**src/rtl/core/bul_pkg.sv**
```systemverilog
`timescale 1ns / 1ps

package bul_pkg;

	localparam int WordW = 32;
	localparam int KindW = 3;

	typedef logic signed [WordW-1:0] word_t;
	typedef logic [KindW-1:0]        kind_t;

	// request codes
	localparam kind_t KIND_APPEND       = 3'd0;
	localparam kind_t KIND_FRONT        = 3'd1;
	localparam kind_t KIND_REMOVE_FIRST = 3'd2;
	localparam kind_t KIND_REMOVE_ALL   = 3'd3;
	localparam kind_t KIND_REMOVE_MIN   = 3'd4;

	typedef enum logic [2:0] {
		ST_IDLE,
		ST_APPLY,
		ST_SCAN_MIN,
		ST_SCAN_DROP,
		ST_DONE
	} state_t;

	// broadcast to every cell of the row
	typedef struct packed {
		logic  shl;      // take the right neighbor
		logic  shr;      // take the left neighbor
		word_t wr_data;  // data for the addressed cell
	} cell_ctl_t;

endpackage

```
**src/rtl/core/bul_cell.sv**
```systemverilog
`timescale 1ns / 1ps

module bul_cell (
	input  logic              clk,
	input  bul_pkg::cell_ctl_t ctl,
	input  logic              wr_en,
	input  bul_pkg::word_t    left_d,
	input  bul_pkg::word_t    right_d,
	output bul_pkg::word_t    q
);

	bul_pkg::word_t entry_q;

	// a direct write wins over a shift
	always_ff @(posedge clk) begin
		priority if (wr_en) begin
			entry_q <= ctl.wr_data;
		end else if (ctl.shl) begin
			entry_q <= right_d;
		end else if (ctl.shr) begin
			entry_q <= left_d;
		end else begin
			entry_q <= entry_q;
		end
	end

	assign q = entry_q;

endmodule

```
**src/rtl/core/bounded_unsorted_list.sv**
```systemverilog
`timescale 1ns / 1ps

// Channel  | handshake            | payload
// ---------+----------------------+---------------------------------
// request  | req_valid, req_ready | kind [2:0], value [31:0] signed
// response | rsp_valid, rsp_ready | ok, count, removed_value [31:0]
//
// Append and front insert pass through the apply and done states before the
// response is loaded; remove first and remove all make one rotation step of the
// cell row per stored entry, remove minimum one rotation to find and one to drop.
// Removals on an empty list and unused kinds go straight to the done state.
// Reset clears the state, the fill count and the response valid flag only; cell contents are don't-care until written.
// A stalled response holds in its own register; the next request is still taken.

module bounded_unsorted_list #(
	parameter int DEPTH = 16
) (
	input  logic                             clk,
	input  logic                             arst_n,
	input  logic                             req_valid,
	output logic                             req_ready,
	input  logic [bul_pkg::KindW-1:0]        kind,
	input  logic signed [bul_pkg::WordW-1:0] value,
	output logic                             rsp_valid,
	input  logic                             rsp_ready,
	output logic                             ok,
	output logic [$clog2(DEPTH+1)-1:0]       count,
	output logic signed [bul_pkg::WordW-1:0] removed_value
);

	localparam int CW = $clog2(DEPTH + 1);
	localparam int IW = $clog2(DEPTH);

	bul_pkg::state_t state_q, state_d;

	// control and working registers
	logic [CW-1:0]      fill_q;
	logic [CW-1:0]      steps_q;
	bul_pkg::kind_t     kind_q;
	bul_pkg::word_t     key_q;
	bul_pkg::word_t     min_q;
	logic               dropped_q;
	logic               res_ok_q;
	bul_pkg::word_t     res_rm_q;

	// response register
	logic               rsp_valid_q;
	logic               ok_q;
	logic [CW-1:0]      count_q;
	bul_pkg::word_t     removed_q;

	// cell row
	bul_pkg::word_t     cell_q [DEPTH];
	bul_pkg::cell_ctl_t ctl;
	logic               wr_any;
	logic [IW-1:0]      wr_idx;

	bul_pkg::word_t     head;
	bul_pkg::word_t     min_next;
	logic               head_lt;
	logic               drop_now;
	logic               room;
	logic               empty;
	logic               last_step;
	logic               rsp_free;
	logic               rsp_load;

	assign head      = cell_q[0];
	assign head_lt   = head < min_q;
	assign min_next  = head_lt ? head : min_q;
	// remove all drops every match, the other removals only the first
	assign drop_now  = (head == key_q) &&
		((kind_q == bul_pkg::KIND_REMOVE_ALL) || !dropped_q);
	assign room      = fill_q < CW'(DEPTH);
	assign empty     = fill_q == '0;
	assign last_step = steps_q == CW'(1);
	assign rsp_free  = !rsp_valid_q || rsp_ready;
	assign rsp_load  = (state_q == bul_pkg::ST_DONE) && rsp_free;

	// Each cell takes its right neighbor on a rotation step; the cell at the
	// tail of the live region takes the outgoing head unless it is dropped.
	for (genvar i = 0; i < DEPTH; i++) begin : g_cell
		bul_pkg::word_t left_d;
		bul_pkg::word_t right_d;

		if (i == 0) begin : g_first
			assign left_d = '0;
		end else begin : g_left
			assign left_d = cell_q[i-1];
		end

		if (i == DEPTH - 1) begin : g_last
			assign right_d = '0;
		end else begin : g_right
			assign right_d = cell_q[i+1];
		end

		bul_cell u_cell (
			.clk     (clk),
			.ctl     (ctl),
			.wr_en   (wr_any && (wr_idx == IW'(i))),
			.left_d  (left_d),
			.right_d (right_d),
			.q       (cell_q[i])
		);
	end

	// next state
	always_comb begin
		state_d = state_q;
		unique case (state_q)
			bul_pkg::ST_IDLE: begin
				if (req_valid) begin
					priority if (kind == bul_pkg::KIND_APPEND ||
						kind == bul_pkg::KIND_FRONT) begin
						state_d = bul_pkg::ST_APPLY;
					end else if (empty) begin
						state_d = bul_pkg::ST_DONE;
					end else if (kind == bul_pkg::KIND_REMOVE_FIRST ||
						kind == bul_pkg::KIND_REMOVE_ALL) begin
						state_d = bul_pkg::ST_SCAN_DROP;
					end else if (kind == bul_pkg::KIND_REMOVE_MIN) begin
						state_d = bul_pkg::ST_SCAN_MIN;
					end else begin
						state_d = bul_pkg::ST_DONE;
					end
				end
			end
			bul_pkg::ST_APPLY: state_d = bul_pkg::ST_DONE;
			bul_pkg::ST_SCAN_MIN: begin
				if (last_step) state_d = bul_pkg::ST_SCAN_DROP;
			end
			bul_pkg::ST_SCAN_DROP: begin
				if (last_step) state_d = bul_pkg::ST_DONE;
			end
			bul_pkg::ST_DONE: begin
				if (rsp_free) state_d = bul_pkg::ST_IDLE;
			end
			default: state_d = bul_pkg::ST_IDLE;
		endcase
	end

	// cell row control
	always_comb begin
		ctl     = '0;
		wr_any  = 1'b0;
		wr_idx  = '0;
		unique case (state_q)
			bul_pkg::ST_APPLY: begin
				ctl.wr_data = key_q;
				if (room) begin
					wr_any = 1'b1;
					if (kind_q == bul_pkg::KIND_APPEND) begin
						wr_idx = fill_q[IW-1:0];
					end else begin
						ctl.shr = 1'b1;
						wr_idx  = '0;
					end
				end
			end
			bul_pkg::ST_SCAN_MIN: begin
				ctl.shl     = 1'b1;
				ctl.wr_data = head;
				wr_any      = 1'b1;
				wr_idx      = IW'(fill_q - CW'(1));
			end
			bul_pkg::ST_SCAN_DROP: begin
				ctl.shl     = 1'b1;
				ctl.wr_data = head;
				wr_any      = !drop_now;
				wr_idx      = IW'(fill_q - CW'(1));
			end
			bul_pkg::ST_IDLE, bul_pkg::ST_DONE: begin
				ctl = '0;
			end
			default: ctl = '0;
		endcase
	end

	assign req_ready = state_q == bul_pkg::ST_IDLE;

	always_ff @(posedge clk or negedge arst_n) begin
		if (!arst_n) begin
			state_q     <= bul_pkg::ST_IDLE;
			fill_q      <= '0;
			rsp_valid_q <= 1'b0;
		end else begin
			state_q <= state_d;
			if (rsp_load) begin
				rsp_valid_q <= 1'b1;
			end else if (rsp_ready) begin
				rsp_valid_q <= 1'b0;
			end
			unique case (state_q)
				bul_pkg::ST_APPLY: begin
					if (room) fill_q <= fill_q + CW'(1);
				end
				bul_pkg::ST_SCAN_DROP: begin
					if (drop_now) fill_q <= fill_q - CW'(1);
				end
				bul_pkg::ST_IDLE, bul_pkg::ST_SCAN_MIN, bul_pkg::ST_DONE: begin
					fill_q <= fill_q;
				end
				default: fill_q <= fill_q;
			endcase
		end
	end

	// working and response payload, no reset needed
	always_ff @(posedge clk) begin
		if (rsp_load) begin
			ok_q      <= res_ok_q;
			count_q   <= fill_q;
			removed_q <= res_rm_q;
		end
		unique case (state_q)
			bul_pkg::ST_IDLE: begin
				if (req_valid) begin
					kind_q    <= kind;
					key_q     <= value;
					steps_q   <= fill_q;
					min_q     <= head;
					dropped_q <= 1'b0;
					res_ok_q  <= 1'b0;
					res_rm_q  <= '0;
				end
			end
			bul_pkg::ST_APPLY: begin
				res_ok_q <= room;
			end
			bul_pkg::ST_SCAN_MIN: begin
				min_q <= min_next;
				if (last_step) begin
					// second pass drops the first entry equal to the minimum
					steps_q  <= fill_q;
					key_q    <= min_next;
					res_rm_q <= min_next;
				end else begin
					steps_q <= steps_q - CW'(1);
				end
			end
			bul_pkg::ST_SCAN_DROP: begin
				steps_q <= steps_q - CW'(1);
				if (drop_now) dropped_q <= 1'b1;
				if (last_step) begin
					res_ok_q <= (kind_q == bul_pkg::KIND_REMOVE_ALL) ||
						dropped_q || drop_now;
				end
			end
			bul_pkg::ST_DONE: begin
				steps_q <= steps_q;
			end
			default: steps_q <= steps_q;
		endcase
	end

	assign rsp_valid     = rsp_valid_q;
	assign ok            = ok_q;
	assign count         = count_q;
	assign removed_value = removed_q;

endmodule

```
**config.mk**
```make
export PLATFORM = sky130hd
export DESIGN_NAME = bounded_unsorted_list
export DESIGN_NICKNAME = d
export VERILOG_FILES = /design/src/rtl/core/bul_pkg.sv /design/src/rtl/core/bul_cell.sv /design/src/rtl/core/bounded_unsorted_list.sv
export SDC_FILE = /design/constraint.sdc
export NUM_CORES = 2
export LEC_CHECK = 0
export ABC_AREA = 1
export BUFFER_PORTS_ARGS = -buffer_cell sky130_fd_sc_hd__buf_2
export CORE_MARGIN = 5
export CORE_UTILIZATION = 40
export CTS_BUF_LIST = sky130_fd_sc_hd__clkbuf_8 sky130_fd_sc_hd__clkbuf_16
export CTS_CLUSTER_SIZE = 10
export DETAILED_ROUTE_END_ITERATION = 8
export PLACE_DENSITY = 0.54
export REMOVE_ABC_BUFFERS = 1
export SLEW_MARGIN = 10
export SYNTH_ARGS = -nofsm -noshare
export SYNTH_HDL_FRONTEND = slang
export SYNTH_HIERARCHICAL = 1
export SYNTH_SLANG_ARGS = --single-unit
```
**constraint.sdc**
```tcl
create_clock -name clk -period 9.7 [get_ports clk]
set_clock_uncertainty 0.1 [all_clocks]
set_input_delay 0.485 -clock clk [delete_from_list [all_inputs] [get_ports clk]]
set_output_delay 0.485 -clock clk [all_outputs]
set_load 0.1 [all_outputs]
```
; After elaboration in Yosys (flattened, before gate mapping)
; Cells that the tools add are included.
[word_totals]
reg_bits = 665
wordCells = 217
rom_bits = 0
inputBits = 39
latchBits = 0
n_memories = 0
ram_bits = 0
output_inout_bits = 40
[classes]
order_cmp = 2
div_mod_pow = 0
n_addsub = 3
shifts = 0
reduce_logical = 63
n_mul = 0
n_mux = 88
bitwise = 0
n_eq_ne = 32
[ops]
columns = operator, count
row1 = $mux W32, 53
row2 = $pmux W32 S2, 4
row3 = $reduce_bool A3 Y1, 18
row4 = $eq A32 B32 Y1, 1
row5 = $eq A4 B4 Y1 const B, 8
row6 = $lt A32 B32 Y1, 1
row7 = $mux W3, 8
row8 = $mux W5, 4
row9 = $logic_and A1 B1 Y1, 18
row10 = $eq A4 B3 Y1 const B, 4
row11 = $eq A3 B2 Y1 const B, 5
row12 = $pmux W3 S5, 1
row13 = $pmux W5 S3, 1
row14 = $ne A2 B2 Y1 const B, 6
row15 = $reduce_and A3 Y1, 4
row16 = $mux W1, 10
row17 = $pmux W5 S2, 1
row18 = $sub A5 B1 Y5 const B, 2
row19 = $logic_not A3 Y1, 3
row20 = $eq A4 B2 Y1 const B, 2
row21 = $mux W4, 2
row22 = $pmux W4 S2, 1
row23 = $reduce_bool A2 Y1, 4
row24 = $eq A3 B1 Y1 const B, 2
row25 = 14 further kinds, 25

; Logic depth before layout (Yosys ltp)
[depth]
word_depth = 7
depth_mapped = 18
mapped_depth_nobuf = 16

; Modules after synthesis
; The synthesis kept the hierarchy.
[modules_own_cells]
columns = mod, area_per_inst_um2, seq_area_each_um2, cells_per_inst, n_inst
row1 = bul_cell, 1974.4, 960.9, 274, 16
row2 = bounded_unsorted_list, 8303.0, 4549.4, 911, 1

; Least setup slack after synthesis
; Ideal clock, no wire load.
[synth_timing]
path_type = reg-to-reg
from = reg state_q[1]
to = reg key_q[0], enable pin
path_stages_with_launch = 8
arrival_ns = 6.106
path_buffers = 1
t_required_ns = 9.026
period_less_slack_ns = 6.780
path_slack_ns = 2.920
setup_ns = 0.574
path_cell_list = dfrtp_1 inv_2 nor2_4 inv_2 nor2_4 inv_2 buf_2 o21ai_0
[synth_between]
elab_chain_len = 3
elab_cells_between_ends = 6
cone_classes = 3 x eq/ne / 3 x reduce/logical
[synth_rtl]
columns = item, line_no
row1 = from (decl), bounded_unsorted_list.sv:34  ; bul_pkg::state_t state_q, state_d;
row2 = from (signal assigned), bounded_unsorted_list.sv:184  ; state_q <= bul_pkg::ST_IDLE;
row3 = from (signal assigned), bounded_unsorted_list.sv:188  ; state_q <= state_d;
row4 = $eq A3 B2 Y1 or $logic_not A3 Y1 (tied branches), bounded_unsorted_list.sv:216  ; unique case (state_q)
row5 = $ne A2 B2 Y1 (no source line) or $reduce_bool A2 Y1 (tied branches), -
row6 = $reduce_and A3 Y1 (no source line) (*), -
row7 = to (signal assigned), bounded_unsorted_list.sv:220  ; key_q <= value;
row8 = to (signal assigned), bounded_unsorted_list.sv:236  ; key_q <= min_next;
row9 = to (decl), bounded_unsorted_list.sv:40  ; bul_pkg::word_t key_q;
; Every way passes the cells marked *; elsewhere a longest branch is shown, timed or not.
; A chain may end at the register's enable or synchronous reset.

; Worst setup path after layout
[layout_timing]
from = reg state_q[0]
to = reg g_cell[15].u_cell.entry_q[2], enable pin
[layout_between]
elab_chain_len = 6
elab_cells_between_ends = 11
cone_classes = 4 x eq/ne / 4 x mux / 3 x reduce/logical
[layout_rtl]
columns = item, line_no
row1 = $eq A3 B2 Y1, bounded_unsorted_list.sv:148  ; unique case (state_q)
row2 = $reduce_or A2 Y1 (no source line), -
row3 = $pmux W4 S2, bounded_unsorted_list.sv:148
row4 = $eq A4 B4 Y1, bounded_unsorted_list.sv:101  ; .wr_en (wr_any && (wr_idx == IW'(i))),
row5 = $logic_and A1 B1 Y1, bounded_unsorted_list.sv:101
row6 = $reduce_bool A3 Y1 (no source line) (*), -
row7 = to (signal assigned), bul_cell.sv:19  ; entry_q <= right_d;
row8 = to (signal assigned), bul_cell.sv:21  ; entry_q <= left_d;
row9 = to (signal assigned), bul_cell.sv:23  ; entry_q <= entry_q;
row10 = to (decl), bul_cell.sv:12  ; bul_pkg::word_t entry_q;
; Marked as above.

==> qor_table.md <==
| Step | Item | This run |
| --- | --- | --- |
| sta | Transition time at the pin with the least slew margin | 1.22 ns |
| route | Detailed Route Iter0 Violations | 3014 |
| clock network | Clock insertion delay at the later pin of the skew report | 0.66 ns |
| sta | WHS | 0.0321 ns |
| power and ir drop | PwrDens | 388 nW/um2 |
| worst setup path | Number of buffer and inverter stages on the critical path | 7 |
| global routing | Global-route wire length before repair | 187000 um |
| global routing | Total grt overflow | 0 |
| sta | Final number of max-transition violations | 0 |
| sta | Fraction of the cycle the final worst path needs | 45.0% |
| synth | Number of synthesis warnings | 6 |
| synth | Yosys reg bits | 665 |
| floorplanning | Number of top-level pins | 79 |
| finish | Fill cell count | 10200 |
| clock network | Cts bufs inserted | 81 |
| clock network | Clock Sink Count | 665 |
| worst setup path | Arrival time reported for the critical path endpoint | 4.58 ns |
| finish | Antenna cells | 0 |
| clock network | Clock buffer depth | 3 |
| floorplanning | Overall die height | 326 um |
| synth | Netlist area before placement | 39900 um2 |
| placement | HPWL reported at the end of detailed placement | 84700 um |
| floorplanning | Starting density of the core | 40.4% |
| clock network | Worst-path clk slew | 0.06 ns |
| route | # DRC | 0 |
| placement | Last weighted congestion value of the routability-driven placer | 0.848 |
| sta | Final critical delay including setup and external delays | 4.36 ns |
| placement | Count of port buffers added during placement | 78 |
| route | Average wire per cell in the routed design | 18.7 um |
| global routing | Initial antenna violation count | 1 |
| worst setup path | CP Max Fanout | 33 |
| route | Routed Antenna Nets | 0 |
| route | First-pass iteration count of the detailed router | 7 |
| synth | Post-Synth Adder-Cell Area | 1.10% |
| finish | Sequential cell area | 19900 um2 |
| finish | Layout cell share with drive strength beyond 1 | 6.46% |
| worst setup path | Top cell by count, worst path | sky130_fd_sc_hd__inv_2 |
| worst setup path | Crit path cell chain | inv_2, nor2_2, inv_2, nor2_8, inv_2, nor2_4, inv_2, nor2_4, a22oi_2, nor2_1, nand2_1, nor2_2, buf_4, inv_4, nand2_1, buf_4 |
| synth | Area fraction in compound gates after synthesis | 1.18% |
| worst setup path | Capturing element type of the critical path | flip-flop |
| synth | Simple-gate share of the synthesized area | 30.6% |
| synth | Parity-gate share of the synthesized area counting xor and xnor cells | 0.659% |
| sta | Worst slew margin | 18.5% |
| floorplanning | Area of the core region | 98700 um2 |
| finish | Area of all placed cells without fillers | 43500 um2 |
| route | Detailed-route vias per instance | 4.87 |
| synth | Dominant combinational cell family by area after synthesis | simple AND/OR/NAND/NOR gates |
| global routing | Largest net degree at the start of global routing | 179 |
| run | Total of max-cap violations | 0 |
| worst setup path | Largest stage delay, worst path | 0.55 ns |
| floorplanning | Width of the chip | 326 um |
| sta | Setup repair after global routing missed its margin | false |
| finish | Area added between synthesis and finish | 9.10% |
| synth | Mean post-synth cell area | 7.53 um2 |
| worst setup path | Critical Path Slowest Stage Cell | sky130_fd_sc_hd__nand2_1 |
| clock network | Number of buffers inserted to repair setup after CTS | 0 |
| sta | Number of failing setup endpoints in the final timing report | 0 |
| power and ir drop | IR drop worst, VDD | 0.212 mV |
| hold path | Worst min path class | in2reg |
| worst setup path | CP startpoint kind | flip-flop |
| synth | Part of the Yosys area used for sequential elements | 49.9% |
| synth | Number of distinct library cell variants in the gate-level netlist after synthesis | 36 |
| synth | Mux share of post-synthesis cell area | 0% |
| worst setup path | Cell class contributing the biggest share of worst-path delay | simple AND/OR/NAND/NOR gates |
| route | Post-Route WL | 125000 um |
| global routing | Via count of the first global-routing pass | 32000 |
| synth | Post-Synthesis Cells | 5295 |
| outcome | Result of the run | finished clean |
| power and ir drop | Leakage | 22.5 nW |
| sta | Maximum clock frequency | 0.229 GHz |
| route | Via total after detailed routing | 32500 |
| clock network | H-tree levels | 3 |
| clock network | CTS tree | built |
| placement | Instance area after placement | 41000 um2 |
| floorplanning | Placement Rows | 115 |
| floorplanning | Floorplan die area | 106000 um2 |
| global routing | Overall routing resource usage | 22.8% |
| clock network | CTS root buffer | sky130_fd_sc_hd__clkbuf_16 |
| sta | Hold violation count in the final report | 0 |
| finish | Total area of multi-input combinational cells | 14000 um2 |
| finish | Layout Nets | 5415 |
| worst setup path | Startpoint-to-endpoint class of the critical path | reg2reg |
| worst setup path | Required @ worst endpoint | 9.92 ns |
path summary, 6_finish.rpt:
path	from	end	slack, ns	depth (start not counted)
hold / removal	value[22]	key_q[22]	0.03	3
max in group asynchronous	arst_n	fill_q[2]	9.17	2
setup / recovery	state_q[0]	g_cell[15].u_cell/q[2]	5.34	16
setup reg to reg	state_q[0]	g_cell[15].u_cell/q[2]	5.34	16
hold reg to reg	res_rm_q[5]	removed_value[5]	0.32	0
min in group asynchronous	arst_n	state_q[0]	0.13	2
stage by stage:
stage / total power, mW / utilization [%] / setup slack (ns) / std cells / setup TNS (ns)
6_report: 16.9 / 44.1 / 5.34 / 6677 / 0
5_1_grt: 18.1 / 44.1 / 5.01 / 6677 / 0
4_1_cts: 16.9 / 44.1 / 5.29 / 6675 / 0
3_5_place_dp: 14.1 / 41.5 / 5.30 / 6531 / 0
3_3_place_gp: 14.0 / 41.5 / 4.86 / 6531 / 0
2_1_floorplan: 11.3 / - / -5.44 / 5105 / -2750.16
flip-flops by register name, indices dropped and copies added, names as in the netlist:
name	flops
g_cell.u_cell/q	512
dropped_q	1
count	5
kind_q	3
min_q	32
steps_q	5
res_rm_q	32
res_ok_q	1
ok	1
fill_q	5
removed_value	32
key_q	32
rsp_valid	1
state_q	3
power breakdown:
group	total [mW]	internal, mW	leakage (nW)	switching, mW
sequential	6.54	5.54	6.27	0.991
clock	2.80	1.58	1.28	1.22
combinational	7.53	2.00	15.0	5.52
total	16.9	9.13	22.5	7.73
repair_timing:
action	4_1_cts	5_1_grt
endpoints found under the hold margin	20	0
hold buffers	12	0
resized for setup	0	0
cell usage in the layout, fill, tap and decap left out, drive strengths merged, types with 35 or more instances in the layout:
master | Yosys | layout
clkbuf | 6 | 84
o21ai | 41 | 41
ha | 35 | 35
edfxtp | 656 | 656
nor2 | 79 | 79
buf | 247 | 141
nand3 | 625 | 625
inv | 1207 | 1242
conb | 1 | 64
nand2 | 2299 | 2299
worst min-delay path, delay by kind of cell:
family / cells / cell delay [ns]
buffers and inverters: 1 / 0.08
AND/OR/NAND/NOR: 2 / 0.10
cells in the mapped netlist, drive strengths merged:
cell type	n	area share, %
nor2	79	0.88
dfrtp	9	0.56
edfxtp	656	49
a31oi	4	0.063
o21ai	41	0.51
a22oi	2	0.050
o22ai	14	0.25
nor3	11	0.14
buf	247	4.8
clkbuf	6	0.056
nand2	2299	22
nand3	625	7.9
xor2	17	0.37
clkinv	1	0.0094
nand4	6	0.094
o211ai	1	0.019
a21oi	20	0.26
xnor2	13	0.29
o221ai	1	0.022
conb	1	0.0094
inv	1207	12
ha	35	1.1
routing by layer:
| layer | GRT usage, % | vias up | part of all wire (%) |
|---|---|---|---|
| met5 | 0 | - | 0.010 |
| met4 | 8.02 | 2 | 3.6 |
| met1 | 29.1 | 15300 | 42 |
| met2 | 39.2 | 974 | 49 |
| met3 | 3.81 | 240 | 6.1 |
| li1 | - | 16000 | - |
cells by family after synthesis:
family	Yosys count
other	1
buffers and inverters	1461
xor gates and xnor gates	30
adders and majority gates	35
DFF	665
AOI/OAI and AO/OA	83
and+or+nand+nor	3020
final cells by class:
| class | count | share of cell area (%) |
|---|---|---|
| sequential | 665 | 45.8 |
| multi-input combinational | 3232 | 32.1 |
| inverter | 1208 | 10.6 |
| clock buffer | 84 | 4.78 |
| tap | 1287 | 3.70 |
| timing repair buffer | 153 | 2.37 |
| clock inverter | 48 | 0.661 |
Power figures use the tool's default switching activity.
